==> src/samq_pkg.sv <==
package samq_pkg;

  localparam int unsigned DATA_W    = 32;
  localparam int unsigned LIM_W     = 5;
  localparam int unsigned OCC_W     = 5;
  localparam int unsigned DEPTH_DEF = 16;

  localparam logic [LIM_W-1:0] LIMIT_RST = 5'd16;

  localparam logic OP_INSERT = 1'b0;
  localparam logic OP_REMOVE = 1'b1;

  typedef enum logic [1:0] {
    ST_DONE  = 2'd0,
    ST_FULL  = 2'd1,
    ST_EMPTY = 2'd2
  } status_e;

  // Result of one item, handed from the sequencer to the output register.
  typedef struct packed {
    status_e                  status;
    logic signed [DATA_W-1:0] removed_value;
    logic [OCC_W-1:0]         occupancy;
  } res_t;

endpackage

==> src/samq_in_if.sv <==
interface samq_in_if;
  import samq_pkg::*;

  logic                     valid;
  logic                     ready;
  logic                     operation;
  logic signed [DATA_W-1:0] value;

  modport source (output valid, output operation, output value, input ready);
  modport sink (input valid, input operation, input value, output ready);

endinterface

==> src/samq_out_if.sv <==
interface samq_out_if;
  import samq_pkg::*;

  logic                     valid;
  logic                     ready;
  logic [1:0]               status;
  logic signed [DATA_W-1:0] removed_value;
  logic [OCC_W-1:0]         occupancy;

  modport source (output valid, output status, output removed_value, output occupancy,
                  input ready);
  modport sink (input valid, input status, input removed_value, input occupancy,
                output ready);

endinterface

==> src/sorted_array_min_priority_queue.sv <==
// Channel   Dir  Beat contents                               Accepted when
// in_i      in   operation, value                            valid && ready
// out_o     out  status, removed_value, occupancy            valid && ready
// cfg       in   cfg_wdata_i = capacity limit                cfg_we_i
//
// One item at a time; the store sits in a single-port-read RAM and one compare is
// made per cycle. An insert moves each stored value larger than it up a slot; a
// remove reads the head and moves the values left down a slot. Refused items and
// an insert into an empty store go straight to the result.
// Reset empties the queue at once and sets the limit to 16; no clearing pass.
// A result waiting in the output register does not stop the next beat being taken.
module sorted_array_min_priority_queue #(
  parameter int unsigned DEPTH = samq_pkg::DEPTH_DEF
) (
  input  logic                       clk_i,
  input  logic                       rst_ni,
  input  logic                       cfg_we_i,
  input  logic [samq_pkg::LIM_W-1:0] cfg_wdata_i,
  samq_in_if.sink                    in_i,
  samq_out_if.source                 out_o
);
  import samq_pkg::*;

  localparam int unsigned AW = (DEPTH > 1) ? $clog2(DEPTH) : 1;

  logic [LIM_W-1:0] limit_q;
  logic             out_valid_q, out_valid_d;
  res_t             out_q;

  logic              res_valid;
  logic              res_ready;
  res_t              res;
  logic              ram_we;
  logic [AW-1:0]     ram_waddr;
  logic [DATA_W-1:0] ram_wdata;
  logic [AW-1:0]     ram_raddr;
  logic [DATA_W-1:0] ram_rdata;

  always_ff @(posedge clk_i or negedge rst_ni) begin
    if (!rst_ni) begin
      limit_q <= LIMIT_RST;
    end else if (cfg_we_i) begin
      limit_q <= cfg_wdata_i;
    end
  end

  assign res_ready = !out_valid_q || out_o.ready;

  always_comb begin
    out_valid_d = out_valid_q;
    if (res_valid && res_ready) begin
      out_valid_d = 1'b1;
    end else if (out_o.ready) begin
      out_valid_d = 1'b0;
    end
  end

  always_ff @(posedge clk_i or negedge rst_ni) begin
    if (!rst_ni) begin
      out_valid_q <= 1'b0;
    end else begin
      out_valid_q <= out_valid_d;
    end
  end

  always_ff @(posedge clk_i) begin
    if (res_valid && res_ready) begin
      out_q <= res;
    end
  end

  assign out_o.valid         = out_valid_q;
  assign out_o.status        = out_q.status;
  assign out_o.removed_value = out_q.removed_value;
  assign out_o.occupancy     = out_q.occupancy;

  samq_seq #(
    .DEPTH(DEPTH)
  ) u_seq (
    .clk_i       (clk_i),
    .rst_ni      (rst_ni),
    .in_i        (in_i),
    .limit_i     (limit_q),
    .res_valid_o (res_valid),
    .res_ready_i (res_ready),
    .res_o       (res),
    .ram_we_o    (ram_we),
    .ram_waddr_o (ram_waddr),
    .ram_wdata_o (ram_wdata),
    .ram_raddr_o (ram_raddr),
    .ram_rdata_i (ram_rdata)
  );

  samq_ram #(
    .WIDTH(DATA_W),
    .DEPTH(DEPTH)
  ) u_store (
    .clk_i   (clk_i),
    .we_i    (ram_we),
    .waddr_i (ram_waddr),
    .wdata_i (ram_wdata),
    .raddr_i (ram_raddr),
    .rdata_o (ram_rdata)
  );

endmodule

==> src/samq_ram.sv <==
module samq_ram #(
  parameter int unsigned WIDTH = 32,
  parameter int unsigned DEPTH = 16
) (
  input  logic                                     clk_i,
  input  logic                                     we_i,
  input  logic [((DEPTH > 1) ? $clog2(DEPTH) : 1)-1:0] waddr_i,
  input  logic [WIDTH-1:0]                         wdata_i,
  input  logic [((DEPTH > 1) ? $clog2(DEPTH) : 1)-1:0] raddr_i,
  output logic [WIDTH-1:0]                         rdata_o
);

  logic [WIDTH-1:0] mem_q [DEPTH];
  logic [WIDTH-1:0] rdata_q;

  always_ff @(posedge clk_i) begin
    if (we_i) begin
      mem_q[waddr_i] <= wdata_i;
    end
    rdata_q <= mem_q[raddr_i];
  end

  assign rdata_o = rdata_q;

endmodule

==> src/samq_seq.sv <==
module samq_seq #(
  parameter int unsigned DEPTH = samq_pkg::DEPTH_DEF
) (
  input  logic                                         clk_i,
  input  logic                                         rst_ni,
  samq_in_if.sink                                      in_i,
  input  logic [samq_pkg::LIM_W-1:0]                   limit_i,
  output logic                                         res_valid_o,
  input  logic                                         res_ready_i,
  output samq_pkg::res_t                               res_o,
  output logic                                         ram_we_o,
  output logic [((DEPTH > 1) ? $clog2(DEPTH) : 1)-1:0] ram_waddr_o,
  output logic [samq_pkg::DATA_W-1:0]                  ram_wdata_o,
  output logic [((DEPTH > 1) ? $clog2(DEPTH) : 1)-1:0] ram_raddr_o,
  input  logic [samq_pkg::DATA_W-1:0]                  ram_rdata_i
);
  import samq_pkg::*;

  localparam int unsigned AW   = (DEPTH > 1) ? $clog2(DEPTH) : 1;
  localparam int unsigned CW   = $clog2(DEPTH + 1);
  localparam int unsigned CMPW = (CW > LIM_W) ? CW : LIM_W;

  localparam logic [2:0] S_IDLE     = 3'd0;
  localparam logic [2:0] S_INS_RD   = 3'd1;
  localparam logic [2:0] S_INS_CMP  = 3'd2;
  localparam logic [2:0] S_INS_LAST = 3'd3;
  localparam logic [2:0] S_REM_RD   = 3'd4;
  localparam logic [2:0] S_REM_HEAD = 3'd5;
  localparam logic [2:0] S_REM_MOV  = 3'd6;
  localparam logic [2:0] S_RESP     = 3'd7;

  logic [2:0]               state_q, state_d;
  logic                     op_q, op_d;
  logic signed [DATA_W-1:0] val_q, val_d;
  logic [AW-1:0]            pos_q, pos_d;
  logic [AW-1:0]            idx_q, idx_d;
  logic [CW-1:0]            count_q, count_d;
  status_e                  status_q, status_d;
  logic signed [DATA_W-1:0] removed_q, removed_d;

  logic          full;
  logic          le;
  logic [AW-1:0] last_idx;

  // The limit saturates at the store depth.
  assign full = (CMPW'(count_q) >= CMPW'(limit_i)) || (CMPW'(count_q) >= CMPW'(DEPTH));
  assign le   = $signed(ram_rdata_i) <= val_q;
  assign last_idx = AW'(count_q - CW'(1));

  assign in_i.ready  = (state_q == S_IDLE);
  assign res_valid_o = (state_q == S_RESP);
  assign res_o.status        = status_q;
  assign res_o.removed_value = removed_q;
  assign res_o.occupancy     = OCC_W'(count_q);

  always_comb begin
    state_d     = state_q;
    op_d        = op_q;
    val_d       = val_q;
    pos_d       = pos_q;
    idx_d       = idx_q;
    count_d     = count_q;
    status_d    = status_q;
    removed_d   = removed_q;
    ram_we_o    = 1'b0;
    ram_waddr_o = '0;
    ram_wdata_o = val_q;
    ram_raddr_o = '0;

    unique case (state_q)
      S_IDLE: begin
        if (in_i.valid) begin
          op_d      = in_i.operation;
          val_d     = in_i.value;
          removed_d = '0;
          status_d  = ST_DONE;
          pos_d     = AW'(count_q);
          if (in_i.operation == OP_INSERT) begin
            if (full) begin
              status_d = ST_FULL;
              state_d  = S_RESP;
            end else if (count_q == '0) begin
              ram_we_o    = 1'b1;
              ram_wdata_o = in_i.value;
              count_d     = count_q + CW'(1);
              state_d     = S_RESP;
            end else begin
              state_d = S_INS_RD;
            end
          end else begin
            if (count_q == '0) begin
              status_d = ST_EMPTY;
              state_d  = S_RESP;
            end else begin
              state_d = S_REM_RD;
            end
          end
        end
      end
      S_INS_RD: begin
        ram_raddr_o = pos_q - AW'(1);
        state_d     = S_INS_CMP;
      end
      S_INS_CMP: begin
        ram_we_o    = 1'b1;
        ram_waddr_o = pos_q;
        if (le) begin
          count_d = count_q + CW'(1);
          state_d = S_RESP;
        end else begin
          // The larger value moves up one slot and the search goes on below it.
          ram_wdata_o = ram_rdata_i;
          pos_d       = pos_q - AW'(1);
          ram_raddr_o = pos_q - AW'(2);
          if (pos_q == AW'(1)) begin
            state_d = S_INS_LAST;
          end
        end
      end
      S_INS_LAST: begin
        ram_we_o    = 1'b1;
        ram_waddr_o = '0;
        count_d     = count_q + CW'(1);
        state_d     = S_RESP;
      end
      S_REM_RD: begin
        ram_raddr_o = '0;
        state_d     = S_REM_HEAD;
      end
      S_REM_HEAD: begin
        removed_d = ram_rdata_i;
        if (count_q == CW'(1)) begin
          count_d = count_q - CW'(1);
          state_d = S_RESP;
        end else begin
          ram_raddr_o = AW'(1);
          idx_d       = AW'(1);
          state_d     = S_REM_MOV;
        end
      end
      S_REM_MOV: begin
        ram_we_o    = 1'b1;
        ram_waddr_o = idx_q - AW'(1);
        ram_wdata_o = ram_rdata_i;
        if (idx_q == last_idx) begin
          count_d = count_q - CW'(1);
          state_d = S_RESP;
        end else begin
          ram_raddr_o = idx_q + AW'(1);
          idx_d       = idx_q + AW'(1);
        end
      end
      S_RESP: begin
        if (res_ready_i) begin
          state_d = S_IDLE;
        end
      end
      default: begin
        state_d = S_IDLE;
      end
    endcase
  end

  always_ff @(posedge clk_i or negedge rst_ni) begin
    if (!rst_ni) begin
      state_q <= S_IDLE;
      count_q <= '0;
    end else begin
      state_q <= state_d;
      count_q <= count_d;
    end
  end

  always_ff @(posedge clk_i) begin
    op_q      <= op_d;
    val_q     <= val_d;
    pos_q     <= pos_d;
    idx_q     <= idx_d;
    status_q  <= status_d;
    removed_q <= removed_d;
  end

`ifndef SYNTH
  a_count_bound: assert property (@(posedge clk_i) disable iff (!rst_ni)
    CMPW'(count_q) <= CMPW'(DEPTH))
    else $error("stored count above depth");

  a_empty_refusal: assert property (@(posedge clk_i) disable iff (!rst_ni)
    (state_q == S_RESP && status_q == ST_EMPTY) |-> (count_q == '0))
    else $error("empty status with values stored");

  a_insert_grows: assert property (@(posedge clk_i) disable iff (!rst_ni)
    (state_q == S_INS_CMP && le) |=> (count_q == CW'($past(count_q) + CW'(1))))
    else $error("insert did not raise the count by one");

  a_shift_pos: assert property (@(posedge clk_i) disable iff (!rst_ni)
    (state_q == S_INS_CMP) |-> (pos_q != '0))
    else $error("insert search ran below the bottom slot");

  a_resp_holds: assert property (@(posedge clk_i) disable iff (!rst_ni)
    (state_q == S_RESP && !res_ready_i) |=> (state_q == S_RESP && $stable(count_q)))
    else $error("result withdrawn before it was taken");
`endif

endmodule

==> src/flat_wrapper.sv <==
// flat-port wrapper written by rule: the top's interface ports become plain ports
module sorted_array_min_priority_queue_flat import samq_pkg::*;
#(
  parameter int unsigned DEPTH = samq_pkg::DEPTH_DEF
)
  (clk_i, rst_ni, cfg_we_i, cfg_wdata_i, in_i_valid, in_i_operation, in_i_value, in_i_ready, out_o_valid, out_o_status, out_o_removed_value, out_o_occupancy, out_o_ready);
  samq_in_if in_i_i ();
  samq_out_if out_o_i ();
  input  logic clk_i;
  input  logic rst_ni;
  input  logic cfg_we_i;
  input  logic [samq_pkg::LIM_W-1:0] cfg_wdata_i;
  input wire logic [$bits(in_i_i.valid)-1:0] in_i_valid;
  input wire logic [$bits(in_i_i.operation)-1:0] in_i_operation;
  input wire logic [$bits(in_i_i.value)-1:0] in_i_value;
  output wire logic [$bits(in_i_i.ready)-1:0] in_i_ready;
  output wire logic [$bits(out_o_i.valid)-1:0] out_o_valid;
  output wire logic [$bits(out_o_i.status)-1:0] out_o_status;
  output wire logic [$bits(out_o_i.removed_value)-1:0] out_o_removed_value;
  output wire logic [$bits(out_o_i.occupancy)-1:0] out_o_occupancy;
  input wire logic [$bits(out_o_i.ready)-1:0] out_o_ready;
  assign in_i_i.valid = in_i_valid;
  assign in_i_i.operation = in_i_operation;
  assign in_i_i.value = in_i_value;
  assign in_i_ready = in_i_i.ready;
  assign out_o_valid = out_o_i.valid;
  assign out_o_status = out_o_i.status;
  assign out_o_removed_value = out_o_i.removed_value;
  assign out_o_occupancy = out_o_i.occupancy;
  assign out_o_i.ready = out_o_ready;
  sorted_array_min_priority_queue #(.DEPTH(DEPTH)) u_core (.clk_i(clk_i), .rst_ni(rst_ni), .cfg_we_i(cfg_we_i), .cfg_wdata_i(cfg_wdata_i), .in_i(in_i_i), .out_o(out_o_i));
endmodule
==> config.mk <==
export PLATFORM = sky130hd
export DESIGN_NAME = sorted_array_min_priority_queue_flat
export DESIGN_NICKNAME = d
export VERILOG_FILES = /design/src/samq_pkg.sv /design/src/samq_in_if.sv /design/src/samq_out_if.sv /design/src/sorted_array_min_priority_queue.sv /design/src/samq_ram.sv /design/src/samq_seq.sv /design/src/flat_wrapper.sv
export SDC_FILE = /design/constraint.sdc
export NUM_CORES = 1
export LEC_CHECK = 0
export ABC_CLOCK_PERIOD_IN_PS = 10600
export BUFFER_PORTS_ARGS = -buffer_cell sky130_fd_sc_hd__buf_4
export CORE_MARGIN = 4
export CORE_UTILIZATION = 69
export CTS_BUF_LIST = sky130_fd_sc_hd__clkbuf_2 sky130_fd_sc_hd__clkbuf_4 sky130_fd_sc_hd__clkbuf_8
export CTS_CLUSTER_DIAMETER = 80
export DETAILED_ROUTE_END_ITERATION = 6
export PLACE_DENSITY = 0.87
export RECOVER_POWER = 50
export SYNTH_ARGS = -nofsm -noshare
export SYNTH_HDL_FRONTEND = slang
export SYNTH_SLANG_ARGS = --single-unit
==> constraint.sdc <==
create_clock -name clk_i -period 10.6 [get_ports clk_i]
set_clock_uncertainty 0.05 [all_clocks]
set_input_delay 2.12 -clock clk_i [delete_from_list [all_inputs] [get_ports clk_i]]
set_output_delay 2.12 -clock clk_i [all_outputs]
set_load 0.02 [all_outputs]
==> impl_metrics.csv, run 1 <==
group,metric,value,unit
yosys,synth_area,27540,µm²
grt,grt_use_met3,0.09007,
worst_setup_path,r2r-start,"u_core.u_seq.val_q[17]",
yosys,syn_inst,1819,
power,p_per_area,338.2,nW/µm²
grt,grtUsageMet1,0.4424,
run_status,violations,"capacitance limit, slew limit",
routing,viasPerCell,7.035,
placement,place_ws,5.026,ns
yosys,yosys-top-cells-area,"edfxtp_1, mux2i_1, o21ai_0",
grt,antenna_found_initial,4,
power,p_clk_frac,0.201,
cts,cts_buffer_depth,3,
placement,port_buffers,83,
grt,grt_max_degree,69,
yosys,synth_compound_area_frac,0.1067,
yosys,synth_fa_ha_area_frac,0.02090,
yosys,synth_cell_types,70,
cts,post_cts_resize_count,0,
floorplanning,die_y,207.8,µm
grt,grt_pass1_vias,17612,
placement,place_congestion,0.9167,
cts,clkLatencyLatePin,0.69,ns
min_path,min_path_type,"reg2reg",
grt,grt.overflow.total,0,
routing,ant_nets,0,
floorplanning,fp.dieW,207.8,µm
yosys,synth_nets,1908,
placement,hpwl,41.65,mm
cts,cts_buffers,101,
yosys,yosys.area.top_type,"edfxtp_1",
cts,cts_hold_buffers,0,
sta,hold_violations,0,
yosys,synth_edf_count,625,
power,intPower,6.278,mW
min_path,worstHoldStart,"u_core.u_seq.removed_q[27]",
cts,cts_tree,"done",
finish,finalCoreUtilization,0.7819,
routing,route.detailed.drc,0,
sta,worstMarginPinSlew,3.296,ns
placement,place_area,29000,µm²
run,maxCapViolCount,20,
sta,grt_setup_unrepaired,"no",
min_path,hold_depth,0,
cts,path_clk_slew,0.06,ns
routing,first_pass_iters,6,
yosys,synthArstFlopShare,0.02086,
finish,area_delta_synth_final,11.00,%
finish,final_cell_mix,"edfxtp_1, o21ai_0, mux2i_1",
min_path,holdPathEnd,"u_core.out_o.removed_value[27]",
sta,final-max-slew-violation-count,527,
cts,cts-root-buf,"clkbuf_8",
yosys,ys_seq_elements,671,
yosys,muxShareOfSynthArea,0.06201,
floorplanning,rows,72,
routing,post_drt_wl_per_cell,28.63,µm
yosys,synth_xor_area_frac,0.005724,
grt,grt_usage,0.3280,
power,ir_drop,0.2120,mV
floorplanning,io_pins,84,
worst_setup_path,cp_common_cell,"buf_4",
floorplanning,fp.dieArea,43170,µm²
finish,layout_commonest_cell,"edfxtp_1",
finish,layout.nets,2044,
power,p_seq_frac,0.403,
yosys,yosys.area_share.simple,0.06211,
worst_setup_path,cp-start-kind,"register",
worst_setup_path,r2r_cells,14,
worst_setup_path,slowest_delay,0.75,ns
placement,placed_cells,2370,
sta,maxSlewHeadroom,-1.202,
sta,finalSetupTns,0,ns
yosys,yosysWarnings,0,
finish,final_area,30570,µm²
sta,period_minus_slack,6.001,ns
worst_setup_path,crit_slowest_cell,"buf_4",
power,p_leak,10.33,nW
cts,cts_setup_buffers,0,
yosys,synth_top_family_by_area,"compound AO/OA/AOI/OAI gates",
grt,grt_busiest_layer,"met2",
run_status,status,"complete, but fails checks",
sta,timing.hold.ws,0.3459,ns
yosys,yosysSeqAreaShare,0.7175,
worst_setup_path,worstPathCellList,"inv_1, ha_1, a21oi_1, o21ai_0, a211oi_1, and3_1, nand4_1, a211o_2, buf_4, nand2_8, buf_4, mux2_2, a2111oi_0, or3b_1",
floorplanning,start_util,0.7044,
power,total_power,10.34,mW
power,p_switching,4.060,mW
cts,cts.sinks,671,
sta,period_share,0.5661,
routing,num_vias,17931,
finish,drive_gt1_frac,0.1443,
sta,timing.final.ws_setup,4.599,ns
worst_setup_path,cp_data_arrival_time,6.48,ns
routing,drt_wl_total,72.99,mm
power,netSwitchingFraction,0.3927,
sta,max_freq,166.6,MHz
worst_setup_path,reg2reg_slack,4.60,ns
floorplanning,core_area,39100,µm²
cts,cts.htree.levels,3,
worst_setup_path,path_class,"reg2reg",
grt,grt_pass1_wl,107.5,mm
yosys,syn_area_per_cell,15.14,µm²
yosys,synth.top_cell.area_share,0.6815,
worst_setup_path,r2r-end,"u_core.u_store.rdata_o[12]",
power,comb_power_share,0.397,
yosys,synth-main-ff-cell,"edfxtp_1",
grt,met2_usage,0.5046,
routing,drt_iter0_drc,2558,
finish,final_cells,2549,
sta,setup_viol,0,
worst_setup_path,cp_max_fo,68,
worst_setup_path,worstSetupEndpointType,"register",
worst_setup_path,required,11.08,ns
==> final cells by class <==
cell class / count / area (µm²)
diodes: 1 / 2.502
fillers: 2087 / 8527
repair buffers: 147 / 777.0
multi-input cells: 984 / 7232
well taps: 518 / 648.1
inverters: 50 / 187.7
clock buffers: 142 / 1742
clock inverters: 36 / 221.5
flip-flops and latches: 671 / 19760
==> critical path: cells and delay by family, from the launching register on <==
family                   cells  cell delay, ns
AND/OR/NAND/NOR              4            1.72
AO/OA/AOI/OAI                5            1.71
buffers and inverters        3            1.18
multiplexers                 1            0.42
flip-flops                   1            0.41
adder cells (fa/ha/maj)      1            0.25
==> kinds of logic (layout without fill, tap and decap cells) <==
group	after synthesis	count (layout)
buffers and inverters	164	375
other	0	1
xor gates and xnor gates	18	18
AOI/OAI and AO/OA	442	442
and+or+nand+nor	316	316
DFF	671	671
muxes	162	162
adders and majority gates	46	46
==> worst max path at each step <==
stage                     cells after the start                    endpoint               startpoint
final                                        14  u_core.u_store.rdata_o[12]   u_core.u_seq.val_q[17]
after global routing                         14  u_core.u_store.rdata_o[12]   u_core.u_seq.val_q[17]
after CTS                                    14  u_core.u_store.rdata_o[12]   u_core.u_seq.val_q[17]
after detailed placement                     14  u_core.u_store.rdata_o[29]   u_core.u_seq.val_q[17]
after global placement                       10   u_core.u_store.rdata_o[8]  u_core.u_seq.state_q[2]
after floorplan                               2   u_core.out_o.occupancy[0]              out_o_ready
==> flip-flops by register name, summed over array words and instances, names as in the netlist, 3 cells and up <==
signal and cells:
u_core.u_seq.removed_q 32, u_core.u_seq.idx_q 4, u_core.out_o.occupancy 5, u_core.u_seq.val_q 32
u_core.u_seq.pos_q 4, u_core.u_seq.state_q 3, u_core.out_o.removed_value 32, u_core.u_seq.count_q 5
u_core.limit_q 5, u_core.u_store.mem_q 512, u_core.u_store.rdata_o 32
==> synthesized netlist by cell type (3+ instances only) <==
cell / number
a2111o_1: 19
a2111oi_0: 13
a211oi_1: 87
a21boi_0: 11
a21oi_1: 39
a22oi_1: 31
and2_1: 33
and3_1: 3
buf_1: 10
buf_2: 24
buf_4: 6
buf_6: 3
clkbuf_1: 71
dfrtp_1: 13
dfxtp_1: 32
edfxtp_1: 625
ha_1: 46
inv_1: 49
mux2_2: 20
mux2_4: 12
mux2i_1: 129
nand2_1: 35
nand2b_1: 9
nand3_1: 106
nand4_1: 10
nor2_1: 53
nor2b_1: 5
nor3_1: 11
nor4_1: 4
o21ai_0: 141
o22ai_1: 73
or3_1: 19
or3b_1: 14
xnor2_1: 8
xor2_1: 10
==> power groups by stage <==
stage / registers (mW) / logic, mW / clock network [mW]
5_1_grt: 4.19 / 4.26 / 2.22
6_report: 4.16 / 4.10 / 2.07
3_3_place_gp: 4.13 / 3.85 / 0
2_1_floorplan: 4.15 / 2.48 / 0
4_1_cts: 4.13 / 4.03 / 2.07
3_5_place_dp: 4.18 / 4.00 / 0
==> layer usage <==
| layer | part of all wire | vias up |
|---|---|---|
| li1 | - | 7440 |
| met3 | 0.14 | 282 |
| met1 | 0.34 | 8587 |
| met2 | 0.46 | 1622 |
| met5 | 0 | - |
| met4 | 0.051 | 0 |
(Power assumes the default switching activity.)
==> run 2, diff against run 1 <==
- ABC_CLOCK_PERIOD_IN_PS: 10600 -> 5700
- CORE_UTILIZATION: 69 -> 64
- PLACE_DENSITY: 0.87 -> 0.82
- clock period: 10.6 -> 5.7 ns (I/O delays scaled with it)
==> impl_metrics.csv, run 2 (synthesis gave the netlist of run 1 again) <==
group,metric,value,unit
worst_setup_path,r2r_cells,14,
grt,grt_pass1_wl,103.1,mm
worst_setup_path,required,6.20,ns
sta,finalSetupTns,0,ns
finish,drive_gt1_frac,0.1482,
grt,grt_max_degree,64,
worst_setup_path,crit_end,"u_core.u_store.rdata_o[31]",
sta,timing.hold.ws,0.3351,ns
worst_setup_path,startpoint,"u_core.u_seq.val_q[23]",
cts,cts_buffers,102,
sta,timing.final.ws_setup,0.4791,ns
routing,drt_iter0_drc,2322,
sta,worstMarginPinSlew,3.210,ns
sta,period_minus_slack,5.221,ns
placement,place_area,29160,µm²
routing,num_vias,17579,
power,p_per_area,621.8,nW/µm²
run_status,status,"complete, but fails checks",
routing,drt_wl_total,69.29,mm
sta,hold_violations,0,
finish,final_area,30740,µm²
finish,top_register,"u_core.u_store.mem_q",
worst_setup_path,reg2reg_slack,0.48,ns
finish,largest_reg_flops,512,
finish,area_delta_synth_final,11.62,%
finish,layout_commonest_cell,"edfxtp_1",
grt,grt_pass1_vias,17432,
grt,grt_busiest_layer,"met2",
cts,clkLatencyLatePin,0.69,ns
routing,ant_nets,0,
finish,layout.nets,2060,
floorplanning,core_area,42230,µm²
worst_setup_path,worstSetupEndpointType,"register",
floorplanning,die_y,215.4,µm
power,p_leak,10.41,nW
routing,route.detailed.drc,0,
floorplanning,io_pins,84,
finish,final_cells,2590,
sta,setup_viol,0,
grt,grtUsageMet1,0.3974,
placement,placed_cells,2406,
cts,post_cts_resize_count,0,
floorplanning,start_util,0.6522,
finish,final_cell_mix,"edfxtp_1, o21ai_0, mux2i_1",
grt,grt_usage,0.2928,
cts,cts_tree,"done",
placement,place_ws,0.8077,ns
finish,n_antenna_cell,0,
min_path,min_path_type,"reg2reg",
sta,period_share,0.9159,
worst_setup_path,path_class,"reg2reg",
grt,grt_use_met3,0.06582,
cts,cts-root-buf,"clkbuf_8",
finish,nFillCells,2574,
cts,cts_buffer_depth,3,
sta,max_freq,191.5,MHz
placement,port_buffers,83,
worst_setup_path,r2r-start,"u_core.u_seq.val_q[23]",
worst_setup_path,r2r-end,"u_core.u_store.rdata_o[31]",
run_status,violations,"capacitance limit, slew limit",
sta,final-max-slew-violation-count,475,
cts,cts_setup_buffers,0,
worst_setup_path,cp_max_fo,21,
grt,antenna_found_initial,3,
routing,first_pass_iters,6,
power,ir_drop,0.3900,mV
floorplanning,fp.dieArea,46410,µm²
routing,post_drt_wl_per_cell,26.75,µm
cts,cts_hold_buffers,0,
cts,cts.sinks,671,
cts,cts.htree.levels,3,
worst_setup_path,cp_data_arrival_time,5.72,ns
floorplanning,rows,75,
sta,grt_setup_unrepaired,"no",
run,maxCapViolCount,18,
placement,place_congestion,0.9081,
cts,path_clk_slew,0.06,ns
worst_setup_path,cp-start-kind,"register",
placement,hpwl,41.14,mm
floorplanning,fp.dieW,215.4,µm
grt,grt.overflow.total,0,
routing,viasPerCell,6.787,
grt,met2_usage,0.4637,
sta,maxSlewHeadroom,-1.148,
run 2: cell count changes in the layout (fill, tap and decap cells not counted), sizes merged:
cell and delta:
buf +17, bufinv -1, clkbuf +6, diode -1
inv +2, clkinv -3
run 2: where the power goes:
group	leakage (nW)	total (mW)	internal, mW	switching [mW]
combinational	3.22	7.58	2.42	5.15
clock	1.06	3.85	2.05	1.79
sequential	6.14	7.69	7.27	0.416
total	10.4	19.1	11.8	7.36
run 2: per-stage QoR:
stage,utilization,power [mW]
final,0.7279,19.12
after global routing,0.7279,19.84
after CTS,0.7377,19.03
after detailed placement,0.6906,15.21
after global placement,0.6906,14.92
after floorplan,-,12.33
run 2: worst min path at each step:
stage / endpoint / slack [ns] / cells past startpoint / start
2_1_floorplan: u_core.out_o.removed_value[0] / 0.35 / 0 / u_core.u_seq.removed_q[0]
3_5_place_dp: u_core.out_o.removed_value[4] / 0.35 / 0 / u_core.u_seq.removed_q[4]
5_1_grt: u_core.out_o.removed_value[19] / 0.36 / 0 / u_core.u_seq.removed_q[19]
6_report: u_core.out_o.removed_value[19] / 0.34 / 0 / u_core.u_seq.removed_q[19]
3_3_place_gp: u_core.out_o.removed_value[13] / 0.35 / 0 / u_core.u_seq.removed_q[13]
4_1_cts: u_core.u_seq.state_q[2] / 0.25 / 1 / rst_ni
run 2: final cells by class:
type / instances / area (µm²) / share of cell area
clock buffer: 150 / 1789 / 0.05821
clock inverter: 34 / 196.4 / 0.006390
inverter: 50 / 187.7 / 0.006105
sequential: 671 / 19760 / 0.6428
tap: 539 / 674.4 / 0.02194
multi-input combinational: 984 / 7199 / 0.2342
timing repair buffer: 162 / 932.1 / 0.03032
run 2: critical path: stages, from the launching register on:
cell	delay, ns
edfxtp_1	0.40
inv_1	0.10
ha_1	0.27
nand4_1	0.19
nor3_1	0.09
a211oi_1	0.38
and3_1	0.29
nand4_1	0.42
a211oi_4	0.50
or3b_1	0.50
buf_4	0.40
a211oi_1	0.09
a2111oi_0	0.81
buf_4	0.22
or3b_1	0.35
run 2: layer usage:
layer | vias up | share of wire
met5 | - | 0.00055
met4 | 6 | 0.040
met3 | 224 | 0.13
met2 | 1358 | 0.47
met1 | 8519 | 0.36
li1 | 7472 | -
